[src/rtl/core/wfd_pkg.sv]
// shared types and constants for the websocket frame deframer
package wfd_pkg;

  localparam int LenW  = 63;
  localparam int KeyW  = 32;
  localparam int ByteW = 8;

  localparam logic [2:0] ST_OK       = 3'd0;
  localparam logic [2:0] ST_RSV      = 3'd1;
  localparam logic [2:0] ST_OPCODE   = 3'd2;
  localparam logic [2:0] ST_NO_MASK  = 3'd3;
  localparam logic [2:0] ST_LEN_MSB  = 3'd4;
  localparam logic [2:0] ST_CLOSE    = 3'd5;
  localparam logic [2:0] ST_HALTED   = 3'd6;

  localparam logic [3:0] OP_MAX_DATA = 4'd2;
  localparam logic [3:0] OP_CLOSE    = 4'd8;

  localparam logic [6:0] LEN7_16     = 7'd126;

  typedef enum logic [6:0] {
    PH_HDR0  = 7'b0000001,
    PH_HDR1  = 7'b0000010,
    PH_LEN16 = 7'b0000100,
    PH_LEN64 = 7'b0001000,
    PH_KEY   = 7'b0010000,
    PH_DATA  = 7'b0100000,
    PH_HALT  = 7'b1000000
  } wfd_phase_t;

  typedef struct packed {
    wfd_phase_t       phase;
    logic [2:0]       byte_cursor;
    logic [LenW-1:0]  payload_len;
    logic [LenW-1:0]  bytes_left;
    logic [KeyW-1:0]  mask_word;
    logic             fin_flag;
    logic [3:0]       opcode_reg;
  } wfd_state_t;

  typedef struct packed {
    logic [ByteW-1:0] out_byte;
    logic             is_payload;
    logic             last_of_frame;
    logic             frame_fin;
    logic [3:0]       frame_opcode;
    logic [LenW-1:0]  frame_length;
    logic [2:0]       status;
  } wfd_result_t;

endpackage

[src/rtl/core/websocket_frame_deframer_unit.sv]
// top level of the websocket frame deframer: parse state and result register
//
//  channel   valid          stall          payload
//  input     byte_valid     byte_stall     data_byte
//  result    result_valid   result_stall   out_byte is_payload last_of_frame frame_fin
//                                          frame_opcode frame_length status
//
// one byte per cycle unless the input stalls: each accepted byte yields its result in the next cycle
// from the result register; the parser state updates in the same edge.
// the input stalls only while a held result is itself stalled.
// synchronous reset returns to the first header byte with all state cleared.
// a protocol error halts the parser until reset; later bytes report halted.
module websocket_frame_deframer_unit (
  input  logic        clk,
  input  logic        rst,
  input  logic        byte_valid,
  output logic        byte_stall,
  input  logic [7:0]  data_byte,
  output logic        result_valid,
  input  logic        result_stall,
  output logic [7:0]  out_byte,
  output logic        is_payload,
  output logic        last_of_frame,
  output logic        frame_fin,
  output logic [3:0]  frame_opcode,
  output logic [62:0] frame_length,
  output logic [2:0]  status
);
  import wfd_pkg::*;

  wfd_state_t  state;
  wfd_state_t  state_next;
  wfd_result_t res_next;
  wfd_result_t res;
  logic        take;

  assign byte_stall = result_valid && result_stall;
  assign take       = byte_valid && !byte_stall;

  wfd_step u_step (
    .state      (state),
    .data_byte  (data_byte),
    .state_next (state_next),
    .result     (res_next)
  );

  always_ff @(posedge clk) begin
    if (rst) begin
      state.phase       <= PH_HDR0;
      state.byte_cursor <= '0;
      state.payload_len <= '0;
      state.bytes_left  <= '0;
      state.mask_word   <= '0;
      state.fin_flag    <= 1'b0;
      state.opcode_reg  <= '0;
      result_valid      <= 1'b0;
    end else begin
      if (take) begin
        state <= state_next;
      end
      if (take) begin
        result_valid <= 1'b1;
      end else if (!result_stall) begin
        result_valid <= 1'b0;
      end
    end
  end

  always_ff @(posedge clk) begin
    if (take) begin
      res <= res_next;
    end
  end

  assign out_byte      = res.out_byte;
  assign is_payload    = res.is_payload;
  assign last_of_frame = res.last_of_frame;
  assign frame_fin     = res.frame_fin;
  assign frame_opcode  = res.frame_opcode;
  assign frame_length  = res.frame_length;
  assign status        = res.status;

endmodule

[src/rtl/core/wfd_step.sv]
// per-byte header parse, unmask and next-state logic
module wfd_step (
  input  wfd_pkg::wfd_state_t  state,
  input  logic [7:0]           data_byte,
  output wfd_pkg::wfd_state_t  state_next,
  output wfd_pkg::wfd_result_t result
);
  import wfd_pkg::*;

  logic [LenW-1:0] len_shift;
  logic [LenW-1:0] left_dec;
  logic [1:0]      offs;
  logic [7:0]      key_byte;
  logic [2:0]      cursor_inc;
  logic [2:0]      st;
  logic            pay;
  logic            last;
  logic [7:0]      ob;

  assign len_shift  = {state.payload_len[LenW-9:0], data_byte};
  assign left_dec   = state.bytes_left - {{(LenW-1){1'b0}}, 1'b1};
  assign cursor_inc = state.byte_cursor + 3'd1;
  // offset within the payload only matters mod 4
  assign offs       = state.payload_len[1:0] - state.bytes_left[1:0];

  always_comb begin
    unique case (offs)
      2'd0: key_byte = state.mask_word[31:24];
      2'd1: key_byte = state.mask_word[23:16];
      2'd2: key_byte = state.mask_word[15:8];
      2'd3: key_byte = state.mask_word[7:0];
      default: key_byte = state.mask_word[7:0];
    endcase
  end

  always_comb begin
    state_next = state;
    st   = ST_OK;
    pay  = 1'b0;
    last = 1'b0;
    ob   = data_byte;
    unique case (state.phase)
      PH_HDR0: begin
        state_next.byte_cursor = 3'd0;
        state_next.fin_flag    = data_byte[7];
        if (data_byte[6:4] != 3'd0) begin
          st = ST_RSV;
          state_next.phase = PH_HALT;
        end else begin
          state_next.opcode_reg = data_byte[3:0];
          if (data_byte[3:0] <= OP_MAX_DATA) begin
            state_next.phase = PH_HDR1;
          end else begin
            st = (data_byte[3:0] == OP_CLOSE) ? ST_CLOSE : ST_OPCODE;
            state_next.phase = PH_HALT;
          end
        end
      end
      PH_HDR1: begin
        state_next.payload_len = '0;
        if (!data_byte[7]) begin
          st = ST_NO_MASK;
          state_next.phase = PH_HALT;
        end else begin
          state_next.byte_cursor = 3'd0;
          if (data_byte[6:0] < LEN7_16) begin
            state_next.payload_len = {{(LenW-7){1'b0}}, data_byte[6:0]};
            state_next.phase = PH_KEY;
          end else if (data_byte[6:0] == LEN7_16) begin
            state_next.phase = PH_LEN16;
          end else begin
            state_next.phase = PH_LEN64;
          end
        end
      end
      PH_LEN16: begin
        state_next.payload_len = len_shift;
        state_next.byte_cursor = cursor_inc;
        if (cursor_inc >= 3'd2) begin
          state_next.byte_cursor = 3'd0;
          state_next.phase = PH_KEY;
        end
      end
      PH_LEN64: begin
        if (state.byte_cursor == 3'd0 && data_byte[7]) begin
          st = ST_LEN_MSB;
          state_next.phase = PH_HALT;
        end else begin
          state_next.payload_len = len_shift;
          state_next.byte_cursor = cursor_inc;
          if (cursor_inc == 3'd0) begin
            state_next.phase = PH_KEY;
          end
        end
      end
      PH_KEY: begin
        state_next.mask_word   = {state.mask_word[KeyW-9:0], data_byte};
        state_next.byte_cursor = cursor_inc;
        if (cursor_inc >= 3'd4) begin
          state_next.byte_cursor = 3'd0;
          state_next.bytes_left  = state.payload_len;
          if (state.payload_len == '0) begin
            last = 1'b1;
            state_next.phase = PH_HDR0;
          end else begin
            state_next.phase = PH_DATA;
          end
        end
      end
      PH_DATA: begin
        ob  = data_byte ^ key_byte;
        pay = 1'b1;
        state_next.bytes_left = left_dec;
        if (left_dec == '0) begin
          last = 1'b1;
          state_next.phase = PH_HDR0;
        end
      end
      default: begin
        // halted, or a phase code that means nothing
        st = ST_HALTED;
        state_next.phase = PH_HALT;
      end
    endcase
  end

  always_comb begin
    result.out_byte      = ob;
    result.is_payload    = pay;
    result.last_of_frame = last;
    result.frame_fin     = state_next.fin_flag;
    result.frame_opcode  = state_next.opcode_reg;
    result.frame_length  = state_next.payload_len;
    result.status        = st;
  end

endmodule

[config.mk]
export PLATFORM = sky130hd
export DESIGN_NAME = websocket_frame_deframer_unit
export DESIGN_NICKNAME = d
export VERILOG_FILES = /design/src/rtl/core/wfd_pkg.sv /design/src/rtl/core/websocket_frame_deframer_unit.sv /design/src/rtl/core/wfd_step.sv
export SDC_FILE = /design/constraint.sdc
export NUM_CORES = 1
export LEC_CHECK = 0
export ABC_CLOCK_PERIOD_IN_PS = 6700
export BUFFER_PORTS_ARGS = -buffer_cell sky130_fd_sc_hd__buf_2
export CORE_MARGIN = 5
export CORE_UTILIZATION = 50
export DETAILED_ROUTE_END_ITERATION = 8
export HOLD_SLACK_MARGIN = 0.1
export PLACE_DENSITY = 0.68
export SLEW_MARGIN = 10
export SYNTH_ARGS = -nofsm -noshare
export SYNTH_HDL_FRONTEND = slang
export SYNTH_HIERARCHICAL = 1
export SYNTH_SLANG_ARGS = --single-unit
[constraint.sdc]
create_clock -name clk -period 6.7 [get_ports clk]
set_clock_uncertainty 0.2 [all_clocks]
set_input_delay 0.67 -clock clk [delete_from_list [all_inputs] [get_ports clk]]
set_output_delay 0.67 -clock clk [all_outputs]
set_load 0.05 [all_outputs]
=== Yosys cells after proc, flatten, opt, wreduce, memory -nomap -nowiden ===
Cells that the tools add are included.

* Bits in registers: 255
* Input bits: 12
* Output and inout port bits: 83
* Logic and storage cells: 94

* $add $sub $neg: 3
* Magnitude comparators: 4
* Eq/ne operators: 18
* Mux-type cells: 36
* Bitwise logic cells: 1
* Reduce and logical (&&, ||, !) cells: 17

{| class="wikitable"
|+ Operators by type and width
! kind !! number
|-
| case mux 63 bit (3 select lines) || 1
|-
| 2-to-1 mux 66 bit || 2
|-
| zero test 63 bit || 2
|-
| case mux 63 bit (2 select lines) || 1
|-
| 2-to-1 mux 63 bit || 1
|-
| subtractor 63 x 1 -> 63 bit, second input constant || 1
|-
| 2-to-1 mux 7 bit || 7
|-
| case mux 7 bit (6 select lines) || 1
|-
| case mux 8 bit (4 select lines) || 1
|-
| 2-to-1 mux 10 bit || 2
|-
| case mux 3 bit (5 select lines) || 1
|-
| 2-to-1 mux 3 bit || 4
|-
| case mux 3 bit (4 select lines) || 1
|-
| 2-to-1 mux 5 bit || 2
|-
| 2-to-1 mux 4 bit || 2
|-
| 2-to-1 mux 8 bit || 1
|-
| inequality test 2 x 1 -> 1 bit, second input constant || 4
|-
| XOR 8 bit || 1
|-
| == test 7 x 1 -> 1 bit, second input constant || 1
|-
| == test 7 x 2 -> 1 bit, second input constant || 1
|-
| == test 7 x 3 -> 1 bit, second input constant || 1
|-
| == test 7 x 4 -> 1 bit, second input constant || 1
|-
| == test 7 x 5 -> 1 bit, second input constant || 1
|-
| == test 7 x 6 -> 1 bit, second input constant || 1
|-
| 28 further kinds || 38
|}

=== Longest topological paths before layout ===
* Word-level depth: 5
* Gate-level depth with buffers: 14
* Depth with buffers taken out: 13

=== Hierarchy ===
Netlist, hierarchy kept.

{| class="wikitable"
|+ By module, submodules not included
! module !! instances !! cells each !! area an instance (sq um) !! sequential area each (sq um)
|-
| websocket_frame_deframer_unit || 1 || 835 || 10351.2 || 5915.7
|-
| wfd_step || 1 || 768 || 5260.0 || 0.0
|}

=== Least setup slack after synthesis ===
Ideal clock, no wire load.

* Path kind: register to register
* Start: register, netlist name state[80]
* End: register, netlist name state[171]
* Library setup time: 0.118 ns
* Arrival time: 3.104 ns
* Data required time: 6.382 ns
* Path slack: 3.278 ns
* Stages on the path, launching flop included: 14
* Buffers on the path: 2
* Period minus slack after synthesis: 3.422 ns
* Cell sequence: dfxtp_1 -> or3_1 -> or4_1 -> buf_2 -> or3_1 -> buf_2 -> o31a_1 -> nor4_1 -> nand4_1 -> nor4_1 -> nand4_1 -> a22o_1 -> nand2b_1 -> mux2i_1

* Cells in the longest elaborated chain, start to end: 4

{| class="wikitable"
|+ Ends and longest elaborated chain
! element !! line !! RTL
|-
| subtractor 63 x 1 -> 63 bit || wfd_step.sv:21 || <nowiki>assign left_dec = state.bytes_left - {{(LenW-1){1'b0}}, 1'b1};</nowiki>
|-
| zero test 63 bit || wfd_step.sv:114 || <nowiki>if (left_dec == '0) begin</nowiki>
|-
| inequality test 2 x 1 -> 1 bit (no source line) || -- ||
|-
| AND reduction 5 bit (no source line) || -- ||
|}

Every way passes these cells.
A chain may end at the register's enable or synchronous reset.

=== Final worst setup path ===
* Start: register, netlist name state[38]
* End: register, netlist name state[171]

* Cells in the longest elaborated chain, start to end: 4

{| class="wikitable"
|+ Ends and longest elaborated chain
! element !! line
|-
| subtractor 63 x 1 -> 63 bit || wfd_step.sv:21
|-
| zero test 63 bit || wfd_step.sv:114
|-
| inequality test 2 x 1 -> 1 bit (no source line) || --
|-
| AND reduction 5 bit (no source line) || --
|}

Every way passes these cells.

==> metrics.cfg <==
[clocking]
clkSinkCount=255
h-tree-depth=1
cts_setup_buffers=0
numCtsBuffers=28
clk-insertion-delay-late_ns=0.55
cts_tree=done
cts_resized=0
root_buffer=clkbuf_16
cts.reportedPaths.clkPinSlew_ns=0.06
cts.path.max_buffers=3
cts_hold_buf=0

[sta]
rsz0062_at_grt=false
period_share_pct=66.8
drv_slew=0
setup_viol=0
layout_min_cycle_time_ns=4.48
clock.fmax_mhz=223
tightest_slew_ns=1.19
tns_ns=0
hold_viol=0
max_slew_margin_pct=20.6
worst_slack_ns=2.22

[run]
maxCapViolCount=0

[placement]
io_buffers=94
dpl_worst_slack_ns=2.24
hpwlAfterDp_um=26000
gp_congestion=0.921

[yosys]
async_reset_ff_share_pct=0
netlist_top_cells_count=354 x nand2b_1, 174 x dfxtp_1, 173 x mux2i_1
synth.top_cells.by_area=dfxtp_1 22%, edfxtp_1 16%, nand2b_1 14%
synth_top_area_share_pct=22.3
syn_nets=1622
synth_top_cell_by_area=dfxtp_1
netlist_instances=1603
synthFlopType=dfxtp_1
postSynthAreaPerCell_um2=9.74
synth_edf_count=81
yosys_warnings=6
synth-seq-area-share_pct=37.9
yosysUniqueCellTypes=65
syn_area_mm2=0.0156
post-synth-top-count-cell=nand2b_1
synth_seq_cells=255

[power_and_ir_drop]
powerDensity_mw_per_mm2=220
leakagePower_nw=6.37
intPower_mw=2.74
switching_power_uw=884
p_seq_share_pct=44.9
combinationalPowerShare_pct=7.6
p_clk_share_pct=47.5
p_sw_share_pct=24.4
ir_drop_mv=0.175

[routing]
drt_iter0_markers=1160
antenna_left=0
drc_errors=0
wl_per_cell_um=19.7
viasPerCell=5.91
drt-total-wl_um=38700
vias=11600
dr.pass1.iters=6

[finish]
areaGrowthSynthToFinish_pct=5.46
fin_nets=1567
finish.utilization_pct=53.5
layout-drive-gt1-share_pct=13.8
antenna_cells=0

[setup_path]
crit_required_ns=6.90
end_kind=flip-flop
worstSetupStartpointType=flip-flop
crit_path_frequent_cell=nand4_1
crit_family=simple AND/OR/NAND/NOR gates
r2r_slack_ns=2.22
arrival_ns=4.67
rr_startpoint=state[38]
cp_slowest_cell=or3b_2
crit_buf_inv=1
worstReg2RegEnd=state[171]
reg2reg_depth=13
critPathKind=flip-flop to flip-flop
critPathMaxStageDelay_ns=0.51
crit_fanout=11
crit_chain=inv_1, ha_1, or3b_2, nor2_1, nand4_1, o31a_1, nor4_1, nand4_1, nor4_1, nand4_1, a22o_1, nand2b_1, mux2i_1

[die]
pin_count=95
die_h_um=187
fp-row-count=64
initial_utilization_pct=50.8
core-area_mm2=0.0307
die_area_mm2=0.0349
die_w_um=187

[global_route]
grt_remaining_overflow=0
grt_pass1_vias=10900
track_usage_pct=21.2
antenna_found_initial=0
grt_pass1_wl_um=62000
grt_max_degree=219

[worst_hold_path]
holdPathEnd=result_valid
hold-path-cell-count=3
hp-class=primary input to flip-flop
hp-start=byte_valid

[outcome]
status=completed

[cells in the final DEF (no fill, tap or decap), types with 6 or more instances in the layout]
cell / n
mux4_2: 8
edfxtp_1: 81
buf_4: 10
a22o_1: 64
buf_2: 93
or3_1: 15
inv_1: 8
xor2_1: 20
nor3b_1: 6
mux2_2: 37
nand4_1: 17
nor2_1: 40
mux2i_1: 173
nand3b_1: 9
clkbuf_16: 29
nand3_1: 16
nand2b_1: 353
a21oi_1: 11
a22oi_1: 50
ha_1: 7
nand2_1: 54
xnor2_1: 39
dfxtp_1: 174
nor3_1: 24
bufinv_16: 6
o21ai_0: 66
or4_1: 12
nor4_1: 48
[worst max-delay path by stage]
stage               startpoint         end  slack [ns]  cells past startpoint
floorplan            state[80]  state[171]        3.28                     13
global placement     state[38]  state[171]        2.32                     13
detailed placement   state[37]  state[171]        2.24                     13
CTS                  state[37]  state[171]        2.23                     13
global route         state[38]  state[166]        1.97                     13
finish               state[38]  state[171]        2.22                     13
[through the flow]
stage                     std cells  hold slack, ns  power, mW  instance area [um^2]
after CTS                      1966           0.121       3.65                 16500
after detailed placement       1914           0.269       1.94                 15400
after global placement         1914           0.255       1.94                 15400
final                          1966           0.141       3.63                 16500
after global routing           1966           0.148       3.74                 16500
after floorplan                1603           0.245       1.91                 15600
[routing by layer]
layer,GRT usage (%),vias to the layer above,wire (um)
li1,-,5565,-
met3,2.90,55,2230
met1,31.1,5649,18400
met4,4.52,0,709
met2,33.4,344,17400
met5,0,-,0
[cell type report]
class                      count  area, um^2
fill                        2781       14300
multi-input combinational   1149        8410
sequential                   255        5920
clock buffer                  30         729
timing repair buffer         105         572
tap                          396         495
clock inverter                22         304
inverter                       9        33.8
[cells by family (layout without fill, tap and decap cells)]
kind of cell / after synthesis / in the layout / share of synthesized area, %
and+or+nand+nor: 629 / 629 / 24.1
DFF: 255 / 255 / 37.9
AOI/OAI and AO/OA: 236 / 236 / 10.9
muxes: 218 / 218 / 14.9
buffers and inverters: 199 / 166 / 8.40
xor gates and xnor gates: 59 / 59 / 3.31
adders and majority gates: 7 / 7 / 0.561
[tightest hold or removal path: cells and delay by family]
kind,cells,cell delay [ns]
AOI/OAI and AO/OA,1,0.04
and+or+nand+nor,1,0.06
buffers and inverters,1,0.09
[flip-flops by register name, summed over array words and instances, names as in the netlist]
name           count
frame_fin          1
status             3
last_of_frame      1
is_payload         1
result_valid       1
frame_opcode       4
frame_length      63
state            173
out_byte           8
[power groups by stage]
| stage | Clock [mW] | Combinational (mW) | Sequential [mW] |
|---|---|---|---|
| 2_1_floorplan | 0 | 0.163 | 1.75 |
| 3_5_place_dp | 0 | 0.279 | 1.66 |
| 3_3_place_gp | 0 | 0.278 | 1.66 |
| 6_report | 1.72 | 0.277 | 1.63 |
| 5_1_grt | 1.82 | 0.290 | 1.63 |
| 4_1_cts | 1.75 | 0.279 | 1.63 |
No activity file was read; power rests on OpenSTA's default activity.
